File: src/design/aimd_pkg.sv
package aimd_pkg;

	localparam int unsigned LEVEL_W = 16;
	localparam int unsigned CFG_W   = 32;
	localparam int unsigned IDX_W   = 3;
	localparam int unsigned QUO_W   = 26;  // 2^31 / 33 fits in 26 bits
	localparam int unsigned MET_W   = 28;  // metric range is well inside 28 bits signed

	localparam logic [LEVEL_W-1:0] LEVEL_MIN = 16'd33;
	localparam logic [MET_W-1:0]   ONE_Q16   = 28'd65536;

	// register indexes on the configuration port
	localparam logic [IDX_W-1:0] REG_CAPACITY  = 3'd0;
	localparam logic [IDX_W-1:0] REG_BETA_LOW  = 3'd1;
	localparam logic [IDX_W-1:0] REG_BETA_HIGH = 3'd2;
	localparam logic [IDX_W-1:0] REG_GAMMA     = 3'd3;
	localparam logic [IDX_W-1:0] REG_FLOOR     = 3'd4;
	localparam logic [IDX_W-1:0] REG_CEILING   = 3'd5;

	typedef enum logic [1:0] {
		MODE_DECREASE = 2'd0,
		MODE_HOLD     = 2'd1,
		MODE_INCREASE = 2'd2
	} mode_t;

	typedef enum logic [1:0] {
		ST_IDLE,
		ST_DIV,
		ST_METRIC,
		ST_DECIDE
	} state_t;

	typedef struct packed {
		logic busy;
		logic done;
	} div_status_t;

endpackage

File: src/design/aimd_level_if.sv
interface aimd_level_if;
	logic        valid;
	logic        ready;
	logic [15:0] level;

	modport source (output valid, output level, input ready);
	modport sink   (input valid, input level, output ready);
endinterface

File: src/design/aimd_result_if.sv
interface aimd_result_if;
	logic        valid;
	logic        ready;
	logic [15:0] rate;
	logic [1:0]  mode;

	modport source (output valid, output rate, output mode, input ready);
	modport sink   (input valid, input rate, input mode, output ready);
endinterface

File: src/design/aimd_div.sv
// Restoring divider for 2^31 / divisor, one quotient bit a cycle.
module aimd_div (
	input  logic                            clk,
	input  logic                            arst_n,
	input  logic                            start,
	input  logic [aimd_pkg::LEVEL_W-1:0]    divisor,
	output logic [aimd_pkg::QUO_W-1:0]      quotient,
	output aimd_pkg::div_status_t           status
);

	localparam int unsigned REM_W = aimd_pkg::LEVEL_W + 1;
	localparam int unsigned CNT_W = $clog2(aimd_pkg::QUO_W + 1);

	logic [REM_W-1:0]             rem_q;
	logic [aimd_pkg::QUO_W-1:0]   quo_q;
	logic [aimd_pkg::LEVEL_W-1:0] div_q;
	logic [CNT_W-1:0]             cnt_q;
	logic                         busy_q;
	logic                         done_q;

	logic [REM_W-1:0] shifted;
	logic [REM_W-1:0] diff;
	logic             fits;

	assign shifted = {rem_q[REM_W-2:0], 1'b0};
	assign fits    = shifted >= {1'b0, div_q};
	assign diff    = shifted - {1'b0, div_q};

	always_ff @(posedge clk or negedge arst_n) begin
		if (!arst_n) begin
			busy_q <= 1'b0;
			done_q <= 1'b0;
			cnt_q  <= '0;
		end else begin
			done_q <= 1'b0;
			if (start) begin
				busy_q <= 1'b1;
				cnt_q  <= CNT_W'(aimd_pkg::QUO_W);
			end else if (busy_q) begin
				cnt_q <= cnt_q - 1'b1;
				if (cnt_q == CNT_W'(1)) begin
					busy_q <= 1'b0;
					done_q <= 1'b1;
				end
			end
		end
	end

	// the divisor is at least 33, so the upper quotient bits are zero and the
	// partial remainder after them is 2^31 >> QUO_W = 32
	always_ff @(posedge clk) begin
		if (start) begin
			rem_q <= REM_W'(32);
			quo_q <= '0;
			div_q <= divisor;
		end else if (busy_q) begin
			rem_q <= fits ? diff : shifted;
			quo_q <= {quo_q[aimd_pkg::QUO_W-2:0], fits};
		end
	end

	assign quotient    = quo_q;
	assign status.busy = busy_q;
	assign status.done = done_q;

endmodule

File: src/design/aimd_sampling_rate_fsm_top.sv
// Channel  Role    Payload                 Handshake
// sample   sink    level[15:0] Q1.15       valid/ready
// result   source  rate[15:0], mode[1:0]   valid/ready
// cfg      write   cfg_index[2:0], data32  cfg_we, no stall
//
// The first level after reset goes from accept straight to decide; every
// later level passes accept, a divider load, the bit-serial divider steps for
// the reciprocal plus its done flag, metric and decide. sample.ready is high
// only while idle.
// A finished word waits in the result register; the next level is taken
// meanwhile and holds in the decide step until the result slot is free.
// arst_n clears the sequencer, block state, configuration and result valid flag.
module aimd_sampling_rate_fsm_top #(
	parameter int unsigned RATE_WIDTH = 16
) (
	input  logic                          clk,
	input  logic                          arst_n,
	aimd_level_if.sink                    sample,
	aimd_result_if.source                 result,
	input  logic                          cfg_we,
	input  logic [aimd_pkg::IDX_W-1:0]    cfg_index,
	input  logic [aimd_pkg::CFG_W-1:0]    cfg_data
);

	// compare width: room for rate + 1 and for the 16-bit ceiling and floor
	localparam int unsigned CW = ((RATE_WIDTH > 16) ? RATE_WIDTH : 16) + 1;
	localparam logic [CW-1:0] RATE_MAX = CW'({RATE_WIDTH{1'b1}});

	// configuration registers
	logic [15:0]        capacity_q;
	logic signed [31:0] beta_low_q;
	logic signed [31:0] beta_high_q;
	logic [15:0]        gamma_q;
	logic [15:0]        floor_q;
	logic [15:0]        ceiling_q;

	// block state
	logic [15:0]            prev_q;
	logic                   has_prev_q;
	aimd_pkg::mode_t        mode_q;
	logic [RATE_WIDTH-1:0]  rate_q;

	// sequencer and working registers
	aimd_pkg::state_t       state_q, state_d;
	logic [15:0]            lvl_q;
	logic                   first_q;
	logic                   inf_q;
	logic signed [32:0]     prod_q;
	logic signed [aimd_pkg::MET_W-1:0] metric_q;

	// result word
	logic                   res_valid_q;
	logic [15:0]            res_rate_q;
	aimd_pkg::mode_t        res_mode_q;

	logic                   accept;
	logic                   slot_free;
	logic                   div_start;
	logic                   commit;
	logic [15:0]            lvl_clamped;
	logic [aimd_pkg::QUO_W-1:0] recip;
	aimd_pkg::div_status_t  div_st;

	logic signed [16:0]     diff;
	logic signed [aimd_pkg::MET_W-1:0] term;
	logic signed [31:0]     metric_ext;
	logic [CW-1:0]          rc, r_inc, r_next, r_fin;
	aimd_pkg::mode_t        mode_next;

	assign lvl_clamped = (sample.level < aimd_pkg::LEVEL_MIN) ? aimd_pkg::LEVEL_MIN
		: sample.level;
	assign accept    = sample.valid && sample.ready;
	assign slot_free = !res_valid_q || result.ready;

	aimd_div u_div (
		.clk      (clk),
		.arst_n   (arst_n),
		.start    (div_start),
		.divisor  (lvl_q),
		.quotient (recip),
		.status   (div_st)
	);

	// next state
	always_comb begin
		state_d = state_q;
		case (state_q)
			aimd_pkg::ST_IDLE: begin
				if (accept) state_d = has_prev_q ? aimd_pkg::ST_DIV : aimd_pkg::ST_DECIDE;
			end
			aimd_pkg::ST_DIV: begin
				if (div_st.done) state_d = aimd_pkg::ST_METRIC;
			end
			aimd_pkg::ST_METRIC: state_d = aimd_pkg::ST_DECIDE;
			aimd_pkg::ST_DECIDE: begin
				if (slot_free) state_d = aimd_pkg::ST_IDLE;
			end
			default: state_d = aimd_pkg::ST_IDLE;
		endcase
	end

	// sequencer outputs
	always_comb begin
		sample.ready = 1'b0;
		div_start    = 1'b0;
		commit       = 1'b0;
		case (state_q)
			aimd_pkg::ST_IDLE:   sample.ready = 1'b1;
			aimd_pkg::ST_DIV:    div_start    = !div_st.busy && !div_st.done && !first_q;
			aimd_pkg::ST_DECIDE: commit       = slot_free;
			default: ;
		endcase
	end

	always_ff @(posedge clk or negedge arst_n) begin
		if (!arst_n) state_q <= aimd_pkg::ST_IDLE;
		else         state_q <= state_d;
	end

	// configuration writes; unknown indexes drop
	always_ff @(posedge clk or negedge arst_n) begin
		if (!arst_n) begin
			capacity_q  <= 16'd2918;
			beta_low_q  <= -32'sd13304;
			beta_high_q <= 32'sd30671;
			gamma_q     <= 16'd21955;
			floor_q     <= 16'd0;
			ceiling_q   <= 16'd200;
		end else if (cfg_we) begin
			case (cfg_index)
				aimd_pkg::REG_CAPACITY:  capacity_q  <= cfg_data[15:0];
				aimd_pkg::REG_BETA_LOW:  beta_low_q  <= $signed(cfg_data);
				aimd_pkg::REG_BETA_HIGH: beta_high_q <= $signed(cfg_data);
				aimd_pkg::REG_GAMMA:     gamma_q     <= cfg_data[15:0];
				aimd_pkg::REG_FLOOR:     floor_q     <= cfg_data[15:0];
				aimd_pkg::REG_CEILING:   ceiling_q   <= cfg_data[15:0];
				default: ;
			endcase
		end
	end

	// difference term: Q8.8 times Q1.15, floor shift by 7 to Q16.16
	assign diff = $signed({1'b0, lvl_q}) - $signed({1'b0, prev_q});
	assign term = aimd_pkg::MET_W'(prod_q >>> 7);

	// the metric cannot reach the 32-bit limits, so no saturation is needed
	assign metric_ext = 32'(metric_q);

	// working registers: level latch, product while the divider runs, metric and gamma flag
	always_ff @(posedge clk) begin
		if (accept) lvl_q <= lvl_clamped;
		if (state_q == aimd_pkg::ST_DIV) prod_q <= $signed({1'b0, capacity_q}) * diff;
		if (state_q == aimd_pkg::ST_METRIC) begin
			metric_q <= term - $signed({2'b00, recip}) + $signed(aimd_pkg::ONE_Q16);
			inf_q    <= lvl_q >= gamma_q;
		end
	end

	always_ff @(posedge clk or negedge arst_n) begin
		if (!arst_n) first_q <= 1'b0;
		else if (accept) first_q <= !has_prev_q;
	end

	// rate update: halve, hold, or increment with ceiling and width caps, then floor
	always_comb begin
		rc        = CW'(rate_q);
		r_inc     = rc + 1'b1;
		if (r_inc > CW'(ceiling_q)) r_inc = CW'(ceiling_q);
		if (r_inc > RATE_MAX) r_inc = RATE_MAX;
		if (!inf_q && (metric_ext < beta_low_q)) begin
			mode_next = aimd_pkg::MODE_DECREASE;
			r_next    = rc >> 1;
		end else if (inf_q || (metric_ext > beta_high_q)) begin
			mode_next = aimd_pkg::MODE_INCREASE;
			r_next    = r_inc;
		end else begin
			mode_next = aimd_pkg::MODE_HOLD;
			r_next    = rc;
		end
		r_fin = r_next;
		if (r_next < CW'(floor_q)) begin
			r_fin = (CW'(floor_q) > RATE_MAX) ? RATE_MAX : CW'(floor_q);
		end
	end

	// block state advances when the result word is committed
	always_ff @(posedge clk or negedge arst_n) begin
		if (!arst_n) begin
			prev_q     <= 16'd0;
			has_prev_q <= 1'b0;
			mode_q     <= aimd_pkg::MODE_HOLD;
			rate_q     <= RATE_WIDTH'(1);
		end else if (commit) begin
			prev_q     <= lvl_q;
			has_prev_q <= 1'b1;
			if (!first_q) begin
				mode_q <= mode_next;
				rate_q <= r_fin[RATE_WIDTH-1:0];
			end
		end
	end

	// result register: hold until taken
	always_ff @(posedge clk or negedge arst_n) begin
		if (!arst_n) res_valid_q <= 1'b0;
		else if (commit) res_valid_q <= 1'b1;
		else if (result.ready) res_valid_q <= 1'b0;
	end

	always_ff @(posedge clk) begin
		if (commit) begin
			res_rate_q <= first_q ? rc[15:0] : r_fin[15:0];
			res_mode_q <= first_q ? mode_q : mode_next;
		end
	end

	assign result.valid = res_valid_q;
	assign result.rate  = res_rate_q;
	assign result.mode  = res_mode_q;

endmodule

File: src/flat_wrapper.sv
// flat-port wrapper written by rule: the top's interface ports become plain ports
module aimd_sampling_rate_fsm_top_flat 
#(
	parameter int unsigned RATE_WIDTH = 16
)
  (clk, arst_n, cfg_we, cfg_index, cfg_data, sample_valid, sample_level, sample_ready, result_valid, result_rate, result_mode, result_ready);
  aimd_level_if sample_i ();
  aimd_result_if result_i ();
  input  logic clk;
  input  logic arst_n;
  input  logic cfg_we;
  input  logic [aimd_pkg::IDX_W-1:0] cfg_index;
  input  logic [aimd_pkg::CFG_W-1:0] cfg_data;
  input wire logic [$bits(sample_i.valid)-1:0] sample_valid;
  input wire logic [$bits(sample_i.level)-1:0] sample_level;
  output wire logic [$bits(sample_i.ready)-1:0] sample_ready;
  output wire logic [$bits(result_i.valid)-1:0] result_valid;
  output wire logic [$bits(result_i.rate)-1:0] result_rate;
  output wire logic [$bits(result_i.mode)-1:0] result_mode;
  input wire logic [$bits(result_i.ready)-1:0] result_ready;
  assign sample_i.valid = sample_valid;
  assign sample_i.level = sample_level;
  assign sample_ready = sample_i.ready;
  assign result_valid = result_i.valid;
  assign result_rate = result_i.rate;
  assign result_mode = result_i.mode;
  assign result_i.ready = result_ready;
  aimd_sampling_rate_fsm_top #(.RATE_WIDTH(RATE_WIDTH)) u_core (.clk(clk), .arst_n(arst_n), .sample(sample_i), .result(result_i), .cfg_we(cfg_we), .cfg_index(cfg_index), .cfg_data(cfg_data));
endmodule
File: config.mk
export PLATFORM = sky130hd
export DESIGN_NAME = aimd_sampling_rate_fsm_top_flat
export DESIGN_NICKNAME = d
export VERILOG_FILES = /design/src/design/aimd_pkg.sv /design/src/design/aimd_level_if.sv /design/src/design/aimd_result_if.sv /design/src/design/aimd_div.sv /design/src/design/aimd_sampling_rate_fsm_top.sv /design/src/flat_wrapper.sv
export SDC_FILE = /design/constraint.sdc
export NUM_CORES = 1
export LEC_CHECK = 0
export ABC_AREA = 1
export BUFFER_PORTS_ARGS = -buffer_cell sky130_fd_sc_hd__buf_2
export CORE_MARGIN = 2
export CORE_UTILIZATION = 39
export DETAILED_ROUTE_END_ITERATION = 12
export SYNTH_ARGS = -nofsm -noshare
export SYNTH_HDL_FRONTEND = slang
export SYNTH_SLANG_ARGS = --single-unit
File: constraint.sdc
create_clock -name clk -period 10.6 [get_ports clk]
set_clock_uncertainty 0.1 [all_clocks]
set_input_delay 0 -clock clk [delete_from_list [all_inputs] [get_ports clk]]
set_output_delay 0 -clock clk [all_outputs]
set_load 0.1 [all_outputs]
* Word level (Yosys, flattened, before mapping)
Index checks and enable logic that the tools add are counted.
** Storage, ports and cells
- Register bits after elaboration :: 328
- Word-level logic and storage cells :: 103
- ROM bits :: 0
- Bits of input ports :: 56
- Memories kept :: 0
- Memory bits (writable) :: 0
- Latch bits :: 0
- Output and inout port bits :: 20
** Cells by class
- Mux-type cells :: 28
- Add/sub/neg operators :: 6
- Reductions and logical operators :: 23
- Bitwise operators :: 0
- Equal/unequal tests :: 12
- Order comparisons :: 8
- Shift-type cells :: 0
- $mul :: 1
- Divide/modulo/power cells :: 0
** Operator list (number)
- $mux 17 :: 4
- $mux 16 :: 3
- $mul 17x17->33 :: 1
- $gt 28x32->1 :: 1
- $lt 28x32->1 :: 1
- $add 28x18->28 const B :: 1
- $sub 26x27->28 :: 1
- $add 16x1->17 const B :: 1
- $ge 17x16->1 :: 1
- $gt 17x16->1 :: 1
- $gt 17x16->1 const B :: 1
- $lt 17x16->1 :: 1
- $sub 16x16->17 :: 1
- $ge 16x16->1 :: 1
- $lt 16x6->1 const B :: 1
- $sub 16x16->16 :: 1
- $mux 2 :: 7
- $reduce_and 2->1 :: 6
- $mux 1 :: 11
- $mux 5 :: 2
- $pmux 2 s4 :: 1
- $eq 3x2->1 const B :: 2
- $eq 3x3->1 const B :: 2
- $logic_not 1->1 :: 6
- 13 further kinds :: 20

* Logic depth before layout (Yosys ltp)
Gate-level depths: netlist (run 1).
- Depth after elaboration :: 10
- Gate-level depth with buffers :: 39

* Modules after synthesis
Synthesis (run 1) repeated with hierarchy kept, for this count alone.
** Second synthesis, totals
- Cells, all modules :: 3381
- Area total of the unflattened synthesis :: 27955.6 sq um
** By module, submodules not included
- aimd_sampling_rate_fsm_top :: area an instance 24561.1 sq um, cells each 2949, instances 1
- aimd_div :: area an instance 3394.5 sq um, cells each 432, instances 1

* Least setup slack after synthesis (run 1)
OpenSTA, ideal clock, no wires.
- Path type :: register to register
- Start point :: register u_core.lvl_q[0]
- End point :: register u_core.prod_q[31], data pin
- Slack :: 3120 ps
- Data arrival time :: 7118 ps
- Library setup time :: 262 ps
- Stages on the path, launching flop included :: 35
- Required time :: 10238 ps
- Path buffers :: 1
- Clock period less this slack :: 7480 ps
- Cell sequence :: edfxtp_1 -> inv_1 -> ha_1 -> fa_1 -> o21ai_0 -> a21oi_1 -> o21bai_1 -> or2_2 -> nand2_1 -> inv_1 -> clkbuf_1 -> nand2_1 -> fa_1 -> inv_1 -> fa_1 -> inv_1 -> fa_1 -> fa_1 -> fa_1 -> inv_1 -> fa_1 -> ha_1 -> a21oi_1 -> o21ai_0 -> a21oi_1 -> o21ai_2 -> nand3_1 -> nand2_1 -> a21oi_1 -> inv_1 -> nand2_1 -> o211ai_1 -> a21oi_1 -> o21ai_1 -> xor2_1
** Between the ends
- Cells in the longest elaborated chain, start to end :: 2
** Ends and longest elaborated chain
- start: declaration :: RTL line aimd_sampling_rate_fsm_top.sv:45 : logic [15:0] lvl_q;
- start signal: assignment :: RTL line aimd_sampling_rate_fsm_top.sv:151 : if (accept) lvl_q <= lvl_clamped;
- $sub 16x16->17 :: RTL line aimd_sampling_rate_fsm_top.sv:143 : assign diff = $signed({1'b0, lvl_q}) - $signed({1'b0, prev_q});
- $mul 17x17->33 :: RTL line aimd_sampling_rate_fsm_top.sv:152 : if (state_q == aimd_pkg::ST_DIV) prod_q <= $signed({1'b0, capacity_q}) * diff;
- end signal: assignment :: RTL line aimd_sampling_rate_fsm_top.sv:152
- end: declaration :: RTL line aimd_sampling_rate_fsm_top.sv:48 : logic signed [32:0] prod_q;
No other way between the ends.
A chain may end at the register's enable or synchronous reset.

* Worst setup path in the final report (run 1)
Same ends and word-level chain as after synthesis.

==> impl_metrics.toml, run 1 <==
[setup_path]
timing.critical_path.mode_cell = "fa_1"
slowest_delay_ns = 0.55
arrival_ns = 8.54
crit_slowest_cell = "fa_1"
crit_path_start_kind = "register"
critical_path.endpoint_type = "register"
crit_type = "register to register"
path_max_fanout = 13
cp.required_ns = 10.81

[die]
die_height_um = 269.6
core_um2 = 69910
rows = 97
pin_count = 76
dieArea_um2 = 72660
initial_core_util = 0.3934
dieWidth_um = 269.6

[placed_design]
routabilityCongestion = 0.9086
port-buffer-count = 75
dpl.hpwl_um = 55910

[flow_run]
cap_violations = 0

[route]
postRouteAntennaNets = 0
firstDrtPassIters = 8
vias = 21080
drc_errors = 0
wl_per_cell_um = 16.59
avgViaCountPerCell = 4.873
wirelength_um = 71780
drt-initial-drc-count = 1437

[logic_synthesis]
netlist_area_um2 = 27500
synth_warnings = 0
ys_seq_area_frac = 0.3059
synth_top_cell_area_share = 0.1536
synth_top_cells_by_area = "fa_1 (15%), ha_1 (15%), edfxtp_1 (11%), dfrtp_1 (11%), nand2_1 (9.4%)"
yosysUniqueCellTypes = 58
ys_ff_latch = 321
syn-instance-count = 3266
yosysTopAreaCell = "fa_1"
postSynthAreaPerCell_um2 = 8.421
synth_nets = 3853

[timing]
min_period_ns = 8.333
clock.fmax_mhz = 120.0
setup_tns_ns = 0
setup_viol = 0
worst_pin_slew_ns = 1.120
rsz0062_at_grt = "false"
slew_headroom = 0.2510
slew_viol_final = 0
fin_crit_sh = 0.7861
hold_viol_final = 0

[clocking]
clk_path_buf_depth = 3
htree_levels = 2
cts.sinks = 321
tritoncts = "yes"
cts_resized = 0
numCtsBuffers = 38
post_cts_buffers = 0
clkTransAtPathRegs_ns = 0.06
hold_buffers = 54
clkLatencyLatePin_ns = 0.56
cts-root-buf = "clkbuf_16"

[layout]
drive_above_1_share = 0.08476
diodes = 0
area_growth_pct = 11.24
nets = 3944

[global_route]
antenna_found_initial = 1
grt_usage = 0.1993
overflow = 0
first_global_vias = 20700
grt_pass1_wl_um = 114700
grt_max_degree = 67

[min_path]
hold_class = "input port to register"

[outcome]
status = "finished clean"
[critical path, delay by kind of cell, from the launching register on]
| kind | cells | cell delay (ns) |
|---|---|---|
| simple gates | 6 | 0.65 |
| flops | 1 | 0.34 |
| fa+ha+maj | 9 | 4.13 |
| compound gates | 11 | 1.95 |
| xor+xnor | 1 | 0.15 |
| buf+inv | 6 | 0.75 |
[state kept, by name (all words and copies together) (netlist names), 2 cells and up]
name,count
u_core.beta_high_q,32
u_core.beta_low_q,32
u_core.metric_q,28
u_core.prod_q,26
u_core.u_div.quotient,26
u_core.capacity_q,16
u_core.ceiling_q,16
u_core.floor_q,16
u_core.gamma_q,16
u_core.lvl_q,16
u_core.prev_q,16
u_core.rate_q,16
u_core.result.rate,16
u_core.u_div.div_q,16
u_core.u_div.rem_q,16
u_core.u_div.cnt_q,5
u_core.mode_q,2
u_core.result.mode,2
u_core.state_q,2
[layout by cell type (no fill, tap or decap), types with 4 or more instances in the layout]
cell type | netlist | routed
nand2_1 | 691 | 690
inv_1 | 656 | 655
ha_1 | 320 | 320
fa_1 | 211 | 211
o21ai_0 | 206 | 206
nor2_1 | 200 | 200
a21oi_1 | 156 | 156
dfrtp_1 | 121 | 121
edfxtp_1 | 105 | 105
nand3_1 | 98 | 97
buf_2 | 10 | 74
dlygate4sd3_1 | 0 | 53
dfstp_2 | 53 | 53
xor2_1 | 49 | 49
dfxtp_1 | 42 | 42
clkbuf_16 | 0 | 39
a22oi_1 | 29 | 29
xnor2_1 | 25 | 25
nand2_2 | 23 | 24
or2_2 | 21 | 21
nand4_1 | 19 | 19
o211ai_1 | 19 | 19
nor3_1 | 20 | 19
nand3_2 | 15 | 16
buf_4 | 2 | 16
clkbuf_1 | 79 | 14
nand3b_1 | 13 | 13
o21bai_1 | 9 | 9
clkinv_1 | 6 | 8
o21a_1 | 7 | 7
a21o_1 | 6 | 6
o21ai_2 | 5 | 5
nor4_1 | 5 | 5
clkbuf_8 | 0 | 5
inv_2 | 3 | 4
[final cells by class]
cell class,instances,area [um^2]
clock buffer,58,1097
clock inverter,11,118.9
fill,7025,39310
inverter,665,2496
multi-input combinational,2186,16230
sequential,321,8414
tap,940,1176
timing repair buffer,145,1060
[synth_stat cells, drive strengths merged]
cell,instances
nand2,716
inv,659
ha,320
o21ai,213
fa,211
nor2,205
a21oi,158
dfrtp,121
nand3,113
edfxtp,105
clkbuf,79
dfstp,53
xor2,49
dfxtp,42
a22oi,29
xnor2,26
or2,22
nor3,21
nand4,20
o211ai,19
buf,15
nand3b,13
o21bai,10
nor4,7
o21a,7
a21o,6
clkinv,6
a21boi,5
a211oi,3
o221ai,3
a31oi,2
and3,2
o31ai,2
a311oi,1
and2,1
o2111ai,1
o22ai,1
[logic make-up (layout without fill, tap and decap cells)]
group / after synthesis / in the layout / synth area share
adders and majority gates: 531 / 531 / 0.2992
AOI/OAI and AO/OA: 460 / 460 / 0.09363
DFF: 321 / 321 / 0.3059
and+or+nand+nor: 1120 / 1120 / 0.1725
buffers and inverters: 759 / 879 / 0.1046
xor gates and xnor gates: 75 / 75 / 0.02416
[routing by layer]
metal	part of all wire	global-route usage	wire, um
met5	0	0	0
met4	0.020	0.04547	1407
met3	0.047	0.02413	3387
met2	0.48	0.3425	34250
met1	0.46	0.2683	32730
[stage by stage]
step           hold slack [ns]  worst slack [ns]  std cells  utilization  area (um^2)
4_1_cts                0.03494             2.308       4326       0.4376        30590
5_1_grt                0.07505             1.669       4326       0.4376        30590
3_3_place_gp           -0.1143             2.513       4203       0.4122        28820
2_1_floorplan          -0.3956             3.120       3266            -        27500
3_5_place_dp           -0.1148             2.335       4203       0.4122        28820
6_report               0.04619             2.267       4326       0.4376        30590
[final timing paths]
path,slack (ns),from,cells past startpoint,to
worst max register to register,2.27,u_core.lvl_q[0]$_SDFFCE_PN1P_,33,u_core.prod_q[31]$_DFFE_PN_
min in group asynchronous,0.53,arst_n,3,u_core.beta_low_q[22]$_DFFE_PN1P_
worst min-delay path,0.05,cfg_index[1],5,u_core.beta_high_q[13]$_DFFE_PN1P_
worst min register to register,0.34,u_core.lvl_q[0]$_SDFFCE_PN1P_,0,u_core.u_div.div_q[0]$_DFFE_PP_
worst max-delay path,2.27,u_core.lvl_q[0]$_SDFFCE_PN1P_,33,u_core.prod_q[31]$_DFFE_PN_
max in group asynchronous,8.95,arst_n,4,u_core.capacity_q[14]$_DFFE_PN0P_
Power of run 1 is left out: the tool's default activity adds up to more than one toggle a clock period on the data nets, which glitch-free logic cannot reach.
==> inputs of run 2 (changes only) <==
==> constraint.sdc (replaced) <==
create_clock -name clk -period 7.6 [get_ports clk]
set_clock_uncertainty 0.1 [all_clocks]
set_input_delay 0 -clock clk [delete_from_list [all_inputs] [get_ports clk]]
set_output_delay 0 -clock clk [all_outputs]
set_load 0.1 [all_outputs]
==> run 2 against run 1 <==
Effect of this change: register-to-register slack worse by 1.9 ns; critical path depth up 2; cell count grew 1.7%; maximum frequency is 15% higher; critical path type unchanged; sequential share of layout area decreased by 0.70 points; worst hold slack got worse by 0.014 ns; first-iteration DRC count rose by 7.4%; critical endpoint unchanged.
==> impl_metrics.toml, run 2 (synthesized netlist as in run 1, its figures left out) <==
[outcome]
status = "finished clean"

[global_route]
first_global_vias = 20910
grt_usage = 0.2051
overflow = 0
grt_max_degree = 69
antenna_found_initial = 2
grt_pass1_wl_um = 117100

[setup_path]
crit_type = "register to register"
path_max_fanout = 5
critical_path.endpoint_type = "register"
timing.critical_path.mode_cell = "fa_1"
slowest_delay_ns = 0.56
crit_path_start_kind = "register"
reg2reg_slack_ns = 0.35
crit_slowest_cell = "fa_1"
ff2ff_path_depth = 35
cp.required_ns = 7.82
cp-startpoint = "u_core.lvl_q[0]$_SDFFCE_PN1P_"
arrival_ns = 7.46
reg2reg_to = "u_core.prod_q[31]$_DFFE_PN_"
critical_path.endpoint = "u_core.prod_q[31]$_DFFE_PN_"
r2r_start = "u_core.lvl_q[0]$_SDFFCE_PN1P_"

[route]
drt-initial-drc-count = 1543
wirelength_um = 73660
postRouteAntennaNets = 0
vias = 21380
firstDrtPassIters = 5
drc_errors = 0
avgViaCountPerCell = 4.861
wl_per_cell_um = 16.74

[clocking]
clkTransAtPathRegs_ns = 0.06
clkLatencyLatePin_ns = 0.56
numCtsBuffers = 36
cts-root-buf = "clkbuf_16"
clk_path_buf_depth = 3
cts.sinks = 321
tritoncts = "yes"
htree_levels = 2

[layout]
area_growth_pct = 14.15
largest_registers = "u_core.beta_high_q x32, u_core.beta_low_q x32, u_core.metric_q x28"
drive_above_1_share = 0.1174
final_common_cell = "nand2_1"
layout_common_cells = "nand2_1 (684), inv_1 (649), ha_1 (314)"
nets = 4017
final_area_um2 = 31400
fill_cells = 6956

[timing]
clock.fmax_mhz = 138.0
fin_crit_sh = 0.9534
worst_pin_slew_ns = 1.177
setup_viol = 0
rsz0062_at_grt = "true"
hold_viol_final = 0
min_period_ns = 7.245
slew_headroom = 0.2131
setup_tns_ns = 0
slew_viol_final = 0

[die]
dieArea_um2 = 72660
pin_count = 76
die_height_um = 269.6
rows = 97
dieWidth_um = 269.6
initial_core_util = 0.3934
core_um2 = 69910

[placed_design]
placed_area_um2 = 29280
routabilityCongestion = 0.9216
port-buffer-count = 75
dpl.hpwl_um = 57470

[min_path]
hold_class = "input port to register"
hold_depth = 5

[flow_run]
cap_violations = 0
## run 2: area by class of cell
type | count | area [um^2] | area share
Sequential cell | 321 | 8414 | 0.2680
Inverter | 665 | 2501 | 0.07967
Clock buffer | 47 | 1003 | 0.03196
Multi-Input combinational cell | 2186 | 16410 | 0.5227
Antenna cell | 1 | 2.502 | 0.00007971
Tap cell | 940 | 1176 | 0.03746
Timing Repair Buffer | 220 | 1628 | 0.05185
Clock inverter | 19 | 260.3 | 0.008290
## run 2: per-layer routing
metal / vias to the layer above / GRT usage / wire (um)
li1: 10610 / - / -
met1: 10110 / 0.2770 / 33190
met2: 535 / 0.3333 / 33590
met3: 127 / 0.03010 / 4082
met4: 0 / 0.07763 / 2789
met5: - / 0 / 0
## run 2: worst min path at each step
stage / from / to
after global placement: arst_n / u_core.u_div.cnt_q[1]$_DFFE_PN0P_
after detailed placement: arst_n / u_core.u_div.cnt_q[3]$_DFFE_PN0P_
after floorplan: arst_n / u_core.beta_high_q[11]$_DFFE_PN0P_
after CTS: cfg_index[1] / u_core.beta_high_q[6]$_DFFE_PN1P_
final: cfg_index[1] / u_core.beta_high_q[8]$_DFFE_PN1P_
after global routing: sample_level[15] / u_core.lvl_q[15]$_SDFFCE_PN0P_
## run 2: stage by stage
step,setup WS [ns],hold WS [ns],cells,utilization
global placement,0.04612,-0.1176,4265,0.4189
finish,0.3545,0.03219,4399,0.4491
CTS,0.008252,0.01748,4387,0.4454
global route,-0.05354,0.08097,4398,0.4491
detailed placement,0.01915,-0.1072,4265,0.4189
floorplan,0.1200,-0.3956,3266,-
## run 2: critical path: cells and delay by family (launching register included)
family	cells	cell delay [ns]
buffers and inverters	6	0.51
adders and majority gates	9	3.55
DFF	1	0.34
and+or+nand+nor	8	1.06
xor gates and xnor gates	1	0.15
AOI/OAI and AO/OA	11	1.28
## run 2: timing repair
item,in CTS,in global routing
endpoints found under the setup margin,2,13
buffers inserted,0,11
pin swaps,0,23
resized for setup,2,45
hold buffers,56,0
endpoints found under the hold margin,195,0
gates cloned,0,0
Power of run 2 is left out for the same reason.
==> inputs of run 3 (changes only) <==
--- a/config.mk
+++ b/config.mk
@@ -6,10 +6,10 @@
 export NUM_CORES = 1
 export LEC_CHECK = 0
 export ABC_AREA = 1
-export BUFFER_PORTS_ARGS = -buffer_cell sky130_fd_sc_hd__buf_2
 export CORE_MARGIN = 2
 export CORE_UTILIZATION = 39
 export DETAILED_ROUTE_END_ITERATION = 12
+export DONT_BUFFER_PORTS = 1
 export SYNTH_ARGS = -nofsm -noshare
 export SYNTH_HDL_FRONTEND = slang
 export SYNTH_SLANG_ARGS = --single-unit
==> run 3 against run 2 <==
Effect of this change: setup slack got worse by 0.032 ns; utilization decreased by 0.19 points; routed wire length decreased by 1.6%; global-route usage decreased by 0.42 points; clock-buffer cell count increased by 1; critical endpoint unchanged; cell count decreased by 1.5%; critical path depth decreased by 5; cell area decreased by 0.42%; flip-flop and latch count unchanged; critical path type unchanged; via count decreased by 0.77%; register-to-register slack got worse by 0.03 ns; worst hold slack got worse by 0.013 ns.
==> impl_metrics.toml, run 3 (synthesized netlist as in run 1, its figures left out) <==
[setup_path]
critical_path.endpoint_type = "register"
crit_path_start_kind = "register"
crit_slowest_cell = "fa_1"
arrival_ns = 7.50
crit_type = "register to register"
cp.required_ns = 7.83
slowest_delay_ns = 0.56
path_max_fanout = 6

[clocking]
clkLatencyLatePin_ns = 0.58
clkTransAtPathRegs_ns = 0.06
cts.sinks = 321
clk_path_buf_depth = 3
cts-root-buf = "clkbuf_16"
numCtsBuffers = 37
htree_levels = 2
tritoncts = "yes"

[timing]
setup_viol = 0
worst_pin_slew_ns = 1.218
clock.fmax_mhz = 137.4
setup_tns_ns = 0
slew_viol_final = 0
holdWs_ns = 0.01879
slew_headroom = 0.1856
min_period_ns = 7.277
fin_crit_sh = 0.9576
hold_viol_final = 0

[layout]
final_common_cell = "nand2_1"
largest_registers = "u_core.beta_high_q x32, u_core.beta_low_q x32, u_core.metric_q x28"
fill_cells = 6916
nets = 3952
seqCellArea_um2 = 8414
final_area_um2 = 31260
postLayoutCoreUtil = 0.4472
drive_above_1_share = 0.1005
layout_common_cells = "nand2_1 (684), inv_1 (650), ha_1 (307)"
diodes = 0
multi_input_area_um2 = 16500
area_growth_pct = 13.67

[placed_design]
port-buffer-count = 0
dpl.hpwl_um = 56320
routabilityCongestion = 0.9199
placed_area_um2 = 28900

[die]
dieArea_um2 = 72660
dieWidth_um = 269.6
die_height_um = 269.6
initial_core_util = 0.3934
pin_count = 76
rows = 97
core_um2 = 69910

[outcome]
status = "finished clean"

[route]
firstDrtPassIters = 6
drt-initial-drc-count = 1508
drc_errors = 0
dr_wl_met2_um = 33820
vias = 21220
wl_per_cell_um = 16.72
wl_met1_um = 33080
topRoutingLayerUsed = "met4"
wirelength_um = 72450
wl_met3_um = 3121
avgViaCountPerCell = 4.896
postRouteAntennaNets = 0

[global_route]
overflow = 0
antenna_found_initial = 0
grt_usage = 0.2009
grt_pass1_wl_um = 115600
first_global_vias = 20830
grt_max_degree = 175

[min_path]
hold_class = "input port to register"

[flow_run]
cap_violations = 0
## run 3: what timing repair did
item / 4_1_cts / 5_1_grt
hold endpoints to repair: 358 / 3
setup endpoints to repair: 7 / 14
hold buffers: 65 / 1
pin swaps: 0 / 23
setup buffers: 0 / 10
resized for setup: 6 / 55
## run 3: final timing paths
| path | start | to | slack [ns] | depth (start not counted) |
|---|---|---|---|---|
| worst max-delay path | u_core.lvl_q[8]$_SDFFCE_PN0P_ | u_core.prod_q[31]$_DFFE_PN_ | 0.32 | 30 |
| worst min-delay path | sample_level[12] | u_core.lvl_q[12]$_SDFFCE_PN0P_ | 0.02 | 1 |
| worst max register to register | u_core.lvl_q[8]$_SDFFCE_PN0P_ | u_core.prod_q[31]$_DFFE_PN_ | 0.32 | 30 |
| worst min register to register | u_core.mode_q[0]$_DFFE_PN1P_ | u_core.mode_q[0]$_DFFE_PN1P_ | 0.38 | 2 |
| max in group asynchronous | arst_n | u_core.prev_q[9]$_DFFE_PN0P_ | 6.04 | 3 |
| min in group asynchronous | arst_n | u_core.state_q[1]$_DFFE_PN0P_ | 0.47 | 3 |
## run 3: routing by layer
metal | vias up | track usage
met2 | 459 | 0.3328
li1 | 10490 | -
met1 | 10170 | 0.2743
met4 | 0 | 0.06827
met5 | - | 0
met3 | 103 | 0.02093
## run 3: through the flow
step                      setup slack (ns)  instances
after global routing              -0.03679       4334
final                               0.3225       4334
after detailed placement           -0.1093       4190
after global placement             0.01130       4190
after CTS                        0.0001252       4323
after floorplan                     0.1200       3266
## run 3: area by class of cell
type | instances | share of cell area
tap | 940 | 0.03762
clock inverter | 20 | 0.01037
inverter | 665 | 0.07992
clock buffer | 48 | 0.03226
sequential | 321 | 0.2692
timing repair buffer | 154 | 0.04294
multi-input combinational | 2186 | 0.5277
## run 3: critical path: cells and delay by family, from the launching register on
family / cells / cell delay [ns]
XOR/XNOR: 1 / 0.15
AO/OA/AOI/OAI: 9 / 1.21
AND/OR/NAND/NOR: 6 / 0.80
adder cells (fa/ha/maj): 8 / 3.76
buffers and inverters: 6 / 0.55
flip-flops: 1 / 0.44
Power of run 3 is left out for the same reason.
